File: config.mk
export PLATFORM = sky130hd
export DESIGN_NAME = ofdm_pilot_grid_mapper_unit
export DESIGN_NICKNAME = d
export VERILOG_FILES = /design/src/opgm_pkg.sv /design/src/ofdm_pilot_grid_mapper_unit.sv /design/src/opgm_cfg_regs.sv /design/src/opgm_grid_pos.sv /design/src/opgm_cell_out.sv
export SDC_FILE = /design/constraint.sdc
export NUM_CORES = 1
export LEC_CHECK = 0
export BUFFER_PORTS_ARGS = -buffer_cell sky130_fd_sc_hd__buf_4
export CAP_MARGIN = 15
export CORE_ASPECT_RATIO = 2
export CORE_UTILIZATION = 55
export CTS_CLUSTER_DIAMETER = 150
export DETAILED_ROUTE_END_ITERATION = 16
export GPL_TIMING_DRIVEN = 0
export PLACE_DENSITY = 0.77
export SLEW_MARGIN = 20
export SYNTH_ARGS = -nofsm -noshare
export SYNTH_HDL_FRONTEND = slang
export SYNTH_SLANG_ARGS = --single-unit
export TNS_END_PERCENT = 5
File: constraint.sdc
create_clock -name aclk -period 7 [get_ports aclk]
set_input_delay 1.4 -clock aclk [delete_from_list [all_inputs] [get_ports aclk]]
set_output_delay 1.4 -clock aclk [all_outputs]
set_load 0.02 [all_outputs]
File: src/opgm_pkg.sv
`timescale 1ns / 1ps
// Shared types, constants and helpers for the OFDM pilot grid mapper.
// No dependencies; imported by every module of the block.
package opgm_pkg;

    localparam int MAX_SUBCARRIERS = 4096;
    localparam int MAX_SYMBOLS     = 1024;
    localparam int SAMPLE_WIDTH    = 16;

    localparam int NSC_W  = 13;   // config width of subcarrier sizes
    localparam int NSYM_W = 11;   // config width of symbol sizes
    localparam int SC_W   = 12;   // subcarrier counter width
    localparam int SYM_W  = 10;   // symbol counter width
    localparam int CFG_IDX_W  = 3;
    localparam int CFG_DATA_W = 16;

    localparam logic [CFG_IDX_W-1:0] REG_NUM_SUBCARRIERS = 3'd0;
    localparam logic [CFG_IDX_W-1:0] REG_NUM_SYMBOLS     = 3'd1;
    localparam logic [CFG_IDX_W-1:0] REG_PILOT_SPACING   = 3'd2;
    localparam logic [CFG_IDX_W-1:0] REG_PILOT_PERIOD    = 3'd3;
    localparam logic [CFG_IDX_W-1:0] REG_PILOT_REAL      = 3'd4;
    localparam logic [CFG_IDX_W-1:0] REG_PILOT_IMAG      = 3'd5;
    localparam logic [CFG_IDX_W-1:0] REG_DIRECTION       = 3'd6;

    localparam logic DIR_MAP   = 1'b0;
    localparam logic DIR_UNMAP = 1'b1;

    // Effective (clamped) configuration
    typedef struct packed {
        logic [NSC_W-1:0]               nsc;
        logic [NSYM_W-1:0]              nsym;
        logic [NSC_W-1:0]               spc;
        logic [NSYM_W-1:0]              per;
        logic signed [SAMPLE_WIDTH-1:0] pilot_real;
        logic signed [SAMPLE_WIDTH-1:0] pilot_imag;
        logic                           direction;
    } cfg_t;

    // Position of the current grid cell
    typedef struct packed {
        logic [SC_W-1:0]  subcarrier;
        logic [SYM_W-1:0] symbol;
        logic             pilot_hit;
        logic             frame_end;
    } pos_t;

    function automatic logic [NSC_W-1:0] clamp_sc(input logic [NSC_W-1:0] v);
        logic [NSC_W-1:0] r;
        if (v == '0) begin
            r = NSC_W'(1);
        end else if (v > NSC_W'(MAX_SUBCARRIERS)) begin
            r = NSC_W'(MAX_SUBCARRIERS);
        end else begin
            r = v;
        end
        return r;
    endfunction

    function automatic logic [NSYM_W-1:0] clamp_sym(input logic [NSYM_W-1:0] v);
        logic [NSYM_W-1:0] r;
        if (v == '0) begin
            r = NSYM_W'(1);
        end else if (v > NSYM_W'(MAX_SYMBOLS)) begin
            r = NSYM_W'(MAX_SYMBOLS);
        end else begin
            r = v;
        end
        return r;
    endfunction

endpackage

File: src/ofdm_pilot_grid_mapper_unit.sv
`timescale 1ns / 1ps
// OFDM pilot grid mapper: walks the grid one cell per item, symbol-major.
// Depends on opgm_pkg, opgm_cfg_regs, opgm_grid_pos, opgm_cell_out.
//
// Input channel (s_*): one item per grid cell. In map mode it offers a data
// symbol (s_data_present); a pilot cell ignores it and emits the pilot, a
// data cell emits the symbol or zero. In unmap mode every cell is passed
// through and flagged as pilot or data.
// Result channel (m_*): one item per input item, with its grid position and
// an end-of-frame flag on the last cell of the frame.
// Configuration: cfg_we/cfg_addr/cfg_wdata write one register per cycle;
// write only while the block is idle.
// The result is registered: m_valid rises in the cycle after input accept.
// Throughput is one item per cycle while m_ready is high; the output register
// is refilled in the same cycle it is taken, so s_ready = !m_valid || m_ready.
// A stalled receiver holds m_* steady and backs up s_ready after one item.
// Reset (aresetn low, synchronous) restores the default grid (64 x 14, pilot
// spacing 4, period 1, pilot 32767+0j, map mode) and returns to cell (0,0).
module ofdm_pilot_grid_mapper_unit
    import opgm_pkg::*;
(
    input  logic                           aclk,
    input  logic                           aresetn,
    input  logic                           cfg_we,
    input  logic [CFG_IDX_W-1:0]           cfg_addr,
    input  logic [CFG_DATA_W-1:0]          cfg_wdata,
    input  logic                           s_valid,
    output logic                           s_ready,
    input  logic                           s_data_present,
    input  logic signed [SAMPLE_WIDTH-1:0] s_sample_real,
    input  logic signed [SAMPLE_WIDTH-1:0] s_sample_imag,
    output logic                           m_valid,
    input  logic                           m_ready,
    output logic signed [SAMPLE_WIDTH-1:0] m_cell_real,
    output logic signed [SAMPLE_WIDTH-1:0] m_cell_imag,
    output logic                           m_cell_is_pilot,
    output logic                           m_data_taken,
    output logic [SYM_W-1:0]               m_symbol_index,
    output logic [SC_W-1:0]                m_subcarrier_index,
    output logic                           m_frame_end
);

    cfg_t cfg;
    pos_t pos;
    logic accept;

    assign s_ready = !m_valid || m_ready;
    assign accept  = s_valid && s_ready;

    opgm_cfg_regs u_cfg (
        .aclk      (aclk),
        .aresetn   (aresetn),
        .cfg_we    (cfg_we),
        .cfg_addr  (cfg_addr),
        .cfg_wdata (cfg_wdata),
        .cfg       (cfg)
    );

    opgm_grid_pos u_pos (
        .aclk    (aclk),
        .aresetn (aresetn),
        .advance (accept),
        .cfg     (cfg),
        .pos     (pos)
    );

    opgm_cell_out u_out (
        .aclk             (aclk),
        .aresetn          (aresetn),
        .load             (accept),
        .out_ready        (m_ready),
        .cfg              (cfg),
        .pos              (pos),
        .data_present     (s_data_present),
        .sample_real      (s_sample_real),
        .sample_imag      (s_sample_imag),
        .out_valid        (m_valid),
        .cell_real        (m_cell_real),
        .cell_imag        (m_cell_imag),
        .cell_is_pilot    (m_cell_is_pilot),
        .data_taken       (m_data_taken),
        .symbol_index     (m_symbol_index),
        .subcarrier_index (m_subcarrier_index),
        .frame_end        (m_frame_end)
    );

endmodule

File: src/opgm_cfg_regs.sv
`timescale 1ns / 1ps
// Configuration register file with reset defaults and size clamping.
// Depends on opgm_pkg.
module opgm_cfg_regs
    import opgm_pkg::*;
(
    input  logic                  aclk,
    input  logic                  aresetn,
    input  logic                  cfg_we,
    input  logic [CFG_IDX_W-1:0]  cfg_addr,
    input  logic [CFG_DATA_W-1:0] cfg_wdata,
    output cfg_t                  cfg
);

    logic [NSC_W-1:0]               nsc_reg;
    logic [NSYM_W-1:0]              nsym_reg;
    logic [NSC_W-1:0]               spc_reg;
    logic [NSYM_W-1:0]              per_reg;
    logic signed [SAMPLE_WIDTH-1:0] pilot_real_reg;
    logic signed [SAMPLE_WIDTH-1:0] pilot_imag_reg;
    logic                           direction_reg;

    always_ff @(posedge aclk) begin
        if (!aresetn) begin
            nsc_reg        <= NSC_W'(64);
            nsym_reg       <= NSYM_W'(14);
            spc_reg        <= NSC_W'(4);
            per_reg        <= NSYM_W'(1);
            pilot_real_reg <= SAMPLE_WIDTH'(32767);
            pilot_imag_reg <= '0;
            direction_reg  <= DIR_MAP;
        end else if (cfg_we) begin
            unique case (cfg_addr)
                REG_NUM_SUBCARRIERS: nsc_reg        <= cfg_wdata[NSC_W-1:0];
                REG_NUM_SYMBOLS:     nsym_reg       <= cfg_wdata[NSYM_W-1:0];
                REG_PILOT_SPACING:   spc_reg        <= cfg_wdata[NSC_W-1:0];
                REG_PILOT_PERIOD:    per_reg        <= cfg_wdata[NSYM_W-1:0];
                REG_PILOT_REAL:      pilot_real_reg <= cfg_wdata[SAMPLE_WIDTH-1:0];
                REG_PILOT_IMAG:      pilot_imag_reg <= cfg_wdata[SAMPLE_WIDTH-1:0];
                REG_DIRECTION:       direction_reg  <= cfg_wdata[0];
                default: ;
            endcase
        end
    end

    // zero sizes act as 1, oversize saturates
    always_comb begin
        cfg.nsc        = clamp_sc(nsc_reg);
        cfg.nsym       = clamp_sym(nsym_reg);
        cfg.spc        = clamp_sc(spc_reg);
        cfg.per        = clamp_sym(per_reg);
        cfg.pilot_real = pilot_real_reg;
        cfg.pilot_imag = pilot_imag_reg;
        cfg.direction  = direction_reg;
    end

endmodule

File: src/opgm_grid_pos.sv
`timescale 1ns / 1ps
// Grid position counters and pilot lattice phases; advance one cell per item.
// Depends on opgm_pkg.
module opgm_grid_pos
    import opgm_pkg::*;
(
    input  logic aclk,
    input  logic aresetn,
    input  logic advance,
    input  cfg_t cfg,
    output pos_t pos
);

    logic [SC_W-1:0]  sc_reg,  sc_next;
    logic [SYM_W-1:0] sym_reg, sym_next;
    logic [SC_W-1:0]  sp_reg,  sp_next;
    logic [SYM_W-1:0] pp_reg,  pp_next;

    logic [NSC_W-1:0]  sc_inc, sp_inc;
    logic [NSYM_W-1:0] sym_inc, pp_inc;
    logic              last_sc, last_sym;

    always_comb begin
        sc_inc   = {1'b0, sc_reg} + NSC_W'(1);
        sym_inc  = {1'b0, sym_reg} + NSYM_W'(1);
        sp_inc   = {1'b0, sp_reg} + NSC_W'(1);
        pp_inc   = {1'b0, pp_reg} + NSYM_W'(1);
        // counters left past a shrunk limit wrap on their next advance
        last_sc  = sc_inc >= cfg.nsc;
        last_sym = sym_inc >= cfg.nsym;

        sc_next  = sc_reg;
        sym_next = sym_reg;
        sp_next  = sp_reg;
        pp_next  = pp_reg;
        if (advance) begin
            if (last_sc) begin
                sc_next = '0;
                sp_next = '0;
                if (last_sym) begin
                    sym_next = '0;
                    pp_next  = '0;
                end else begin
                    sym_next = sym_inc[SYM_W-1:0];
                    pp_next  = (pp_inc >= cfg.per) ? '0 : pp_inc[SYM_W-1:0];
                end
            end else begin
                sc_next = sc_inc[SC_W-1:0];
                sp_next = (sp_inc >= cfg.spc) ? '0 : sp_inc[SC_W-1:0];
            end
        end

        pos.subcarrier = sc_reg;
        pos.symbol     = sym_reg;
        pos.pilot_hit  = (sp_reg == '0) && (pp_reg == '0);
        pos.frame_end  = last_sc && last_sym;
    end

    always_ff @(posedge aclk) begin
        if (!aresetn) begin
            sc_reg  <= '0;
            sym_reg <= '0;
            sp_reg  <= '0;
            pp_reg  <= '0;
        end else begin
            sc_reg  <= sc_next;
            sym_reg <= sym_next;
            sp_reg  <= sp_next;
            pp_reg  <= pp_next;
        end
    end

endmodule

File: src/opgm_cell_out.sv
`timescale 1ns / 1ps
// Cell select (pilot / data / zero / pass-through) and result register.
// Depends on opgm_pkg.
module opgm_cell_out
    import opgm_pkg::*;
(
    input  logic                           aclk,
    input  logic                           aresetn,
    input  logic                           load,
    input  logic                           out_ready,
    input  cfg_t                           cfg,
    input  pos_t                           pos,
    input  logic                           data_present,
    input  logic signed [SAMPLE_WIDTH-1:0] sample_real,
    input  logic signed [SAMPLE_WIDTH-1:0] sample_imag,
    output logic                           out_valid,
    output logic signed [SAMPLE_WIDTH-1:0] cell_real,
    output logic signed [SAMPLE_WIDTH-1:0] cell_imag,
    output logic                           cell_is_pilot,
    output logic                           data_taken,
    output logic [SYM_W-1:0]               symbol_index,
    output logic [SC_W-1:0]                subcarrier_index,
    output logic                           frame_end
);

    logic                           valid_reg, valid_next;
    logic signed [SAMPLE_WIDTH-1:0] re_reg, re_next;
    logic signed [SAMPLE_WIDTH-1:0] im_reg, im_next;
    logic                           taken_reg, taken_next;
    pos_t                           pos_reg;

    always_comb begin
        re_next    = '0;
        im_next    = '0;
        taken_next = 1'b0;
        priority if (cfg.direction == DIR_UNMAP) begin
            re_next    = sample_real;
            im_next    = sample_imag;
            taken_next = !pos.pilot_hit;
        end else if (pos.pilot_hit) begin
            re_next = cfg.pilot_real;
            im_next = cfg.pilot_imag;
        end else if (data_present) begin
            re_next    = sample_real;
            im_next    = sample_imag;
            taken_next = 1'b1;
        end else begin
            re_next = '0;   // empty data cell
        end

        if (load) begin
            valid_next = 1'b1;
        end else if (out_ready) begin
            valid_next = 1'b0;
        end else begin
            valid_next = valid_reg;
        end
    end

    always_ff @(posedge aclk) begin
        if (!aresetn) begin
            valid_reg <= 1'b0;
        end else begin
            valid_reg <= valid_next;
        end
    end

    always_ff @(posedge aclk) begin
        if (load) begin
            re_reg    <= re_next;
            im_reg    <= im_next;
            taken_reg <= taken_next;
            pos_reg   <= pos;
        end
    end

    assign out_valid        = valid_reg;
    assign cell_real        = re_reg;
    assign cell_imag        = im_reg;
    assign cell_is_pilot    = pos_reg.pilot_hit;
    assign data_taken       = taken_reg;
    assign symbol_index     = pos_reg.symbol;
    assign subcarrier_index = pos_reg.subcarrier;
    assign frame_end        = pos_reg.frame_end;

endmodule
==> impl_results.md <==
* Cell mode on critical path: ha_1
* Filler Cells Inserted at 1,342
* Mapped Cells at 947
* Clk pwr share at 38.1%
* WL final at 22.9 mm
* Max Transition Viols Final at 0
* Net Sw Power at 0.617 mW
* Worst-Margin Slew at 0.804 ns
* Family with the most delay on the worst path: compound AO/OA/AOI/OAI gates
* Comb pwr share at 12.6%
* CTS tree: yes
* Root Buffer: clkbuf_16
* CORE AREA at 15,800 sq um
* CP max stage delay at 0.49 ns
* Dpl ws at 3.07 ns
* Die area at 16,600 sq um
* I/O Pins at 116
* Status: complete, no violations
* Fmax at 0.252 GHz
* Port Buf Inserts at 115
* Post-synth top area cell: dfxtp_1
* GRT Residual Overflow at 0
* Max Cap Violations at 0
* RSZ-0062 raised after global routing: false
* Vias in the first global route at 7,396
* FF+latch count, synth at 183
* Final Worst Setup Slack at 3.03 ns
* Sequential share of the synthesized area at 47.9%
* CP required at 7.37 ns
* Slowest-stage cell, CP: a221oi_2
* Yosys cell types at 55
* H-tree Lvls at 4
* Final ANT Viol Nets at 0
* Final Hold Viols at 0
* Fin crit share at 56.8%
* Row count at 65
* Die width at 91.7 microns
* First-pass GRT wire length at 36.5 mm
* TNS Setup at 0 ns
* Initial core utilization at 56.1%
* Sw frac at 26.1%
* Final min period at 3.97 ns
* Area delta synth->final at 19.2%
* Sink Count at 183
* Hpwl dp at 17.4 mm
* Die span in y at 181 microns
* Drt first pass iters at 5
* Synth warnings at 0
* Critical path buffer and inverter count at 2
* DRC at 0
* Cell Chain, Critical Path: ha_1, nand3_1, nor3_1, xor2_1, ha_1, and3_1, a221oi_1, o211ai_1, a221oi_2, buf_2, o21ai_1, clkbuf_1, nor2_1
* Post-CTS setup buffers at 0
* Clock Latency Late Sink at 0.44 ns
* CTS max path bufs at 2
* Number of CTS-inserted buffers at 17
* Async S/R FF share, synth at 0%
* P_leak at 4.39 nW
* Worst IR drop on VDD at 186 uV
* Final setup violation count at 0
* Critical Path AT at 4.34 ns
* All-layer global routing usage at 28.6%
* Vias post-DR at 7,415
* Tightest Hold Check Type: flip-flop to flip-flop
* WL per Instance at 17.7 microns
* Synth top area share at 28.5%
* Starting DRT DRC Count at 357
* Relative slew slack at 46.0%
* Share of cells above drive strength 1 at 14.7%
* Post-synthesis net count at 1,058
* Synth top area cells: dfxtp_1 29%, edfxtp_1 19%, nand2_1 11%
* PwrDens at 224 nW/um^2
* Final nets at 1,194
* Clock Skew at 0.0100 ns
* Largest net degree at the start of global routing at 33
* Initial antenna violation count at 0
* CP Launch Type: flip-flop
* Flop pwr share at 49.3%
* Element type at the critical path end: flip-flop
* Final core occ at 66.9%
* Post-synth EDFFs at 57
* CP Class: flip-flop to flip-flop
* Synthesized area at 8850 sq um
* CTS Hold Bufs at 0
* Synth Flop Type: dfxtp_1
* Routability-driven placement congestion ratio at 0.907
* Cell-internal power at 1.75 mW
* Mean area per synthesized cell at 9.34 sq um
* Vias per cell at 5.72
* Post-cts resize count at 0
* Ant diodes at 0
* CP max FO at 10
* Clock-pin transition on the worst setup and hold timing paths at 0.06 ns
[cells by family after synthesis]
| group | share of synthesized area (%) |
|---|---|
| AOI/OAI and AO/OA | 16.3 |
| DFF | 47.9 |
| adders and majority gates | 7.64 |
| xor gates and xnor gates | 4.06 |
| buffers and inverters | 2.46 |
| and+or+nand+nor | 21.3 |
| muxes | 0.368 |
[worst reg2reg max path, stage by stage, from the launching register on]
cell	delay (ns)
dfxtp_1	0.46
ha_1	0.25
nand3_1	0.20
nor3_1	0.44
xor2_1	0.27
ha_1	0.28
and3_1	0.21
a221oi_1	0.24
o211ai_1	0.21
a221oi_2	0.49
buf_2	0.32
o21ai_1	0.11
clkbuf_1	0.29
nor2_1	0.16
[final timing paths]
kind	from	to	slack [ns]	cells after the start
worst max register to register	u_pos.sc_reg[0]	u_pos.sc_reg[0]	3.03	13
worst min register to register	u_cfg.pilot_imag_reg[8]	u_cfg.pilot_imag_reg[8]	0.46	2
worst min-delay path	u_cfg.pilot_imag_reg[8]	u_cfg.pilot_imag_reg[8]	0.46	2
worst max-delay path	u_pos.sc_reg[0]	u_pos.sc_reg[0]	3.03	13
[metal layers]
layer | wire, microns | vias up | track usage [%]
met4 | 1360 | 0 | 18.4
met2 | 12400 | 202 | 53.9
met3 | 892 | 73 | 4.90
met5 | 0 | - | 0
li1 | - | 3624 | -
met1 | 8280 | 3516 | 28.2
[power by group through the flow]
stage               Clock [mW]  Sequential, mW  Combinational, mW
global route             0.957            1.17              0.320
CTS                      0.908            1.17              0.299
floorplan                    0            1.22              0.129
finish                   0.902            1.17              0.298
global placement             0            1.19              0.290
detailed placement           0            1.19              0.298
[synthesized netlist by cell type, types with 10 or more instances]
library cell	number
and3_1	14
xnor2_1	22
a21boi_0	63
ha_1	54
xor2_1	19
clkbuf_1	40
edfxtp_1	57
nand3_1	47
inv_1	10
nor2_1	43
dfxtp_1	126
nand2_1	250
a21oi_1	15
a21o_1	12
nor4_1	15
a22o_1	44
[layout make-up]
class	instances	area, sq um	area share [%]
plain buffers	45	174	1.65
clock buffers	19	433	4.10
clock inverters	12	105	0.996
inverters	12	45.0	0.427
multi-input cells	707	4400	41.7
flip-flops and latches	183	4230	40.1
well taps	201	251	2.38
repair buffers	117	911	8.63
[cells in the final DEF (no fill, tap or decap), types with 4 or more instances in the layout]
master | Yosys | final
a31oi_1 | 6 | 6
a221o_1 | 4 | 4
nor4_1 | 15 | 15
inv_1 | 10 | 10
a21boi_0 | 63 | 63
buf_4 | 0 | 115
nand2_1 | 250 | 250
dfxtp_1 | 126 | 126
edfxtp_1 | 57 | 57
a21o_1 | 12 | 12
nor3_1 | 8 | 8
buf_2 | 3 | 4
xnor2_1 | 22 | 22
nand2b_1 | 9 | 9
or2_2 | 4 | 4
and3_1 | 14 | 14
clkbuf_16 | 0 | 17
ha_1 | 54 | 54
o21ai_0 | 9 | 9
a21oi_1 | 15 | 15
nand4_1 | 7 | 7
nor2_1 | 43 | 43
xor2_1 | 19 | 19
clkinv_1 | 2 | 4
a22o_1 | 44 | 44
nor2b_1 | 9 | 9
and2_1 | 5 | 5
nand3_1 | 47 | 47
a211oi_1 | 4 | 4
o21a_1 | 4 | 4
clkbuf_1 | 40 | 42
[metrics by stage]
| stage | cells | power [mW] | hold WS, ns | cell area (sq um) |
|---|---|---|---|---|
| floorplan | 947 | 1.35 | 0.441 | 8850 |
| detailed placement | 1265 | 1.49 | 0.457 | 10000 |
| global placement | 1263 | 1.48 | 0.451 | 9960 |
| finish | 1296 | 2.37 | 0.464 | 10600 |
| global route | 1296 | 2.45 | 0.483 | 10600 |
| CTS | 1296 | 2.37 | 0.469 | 10600 |
Note: power is estimated with default switching activity, not from simulation.
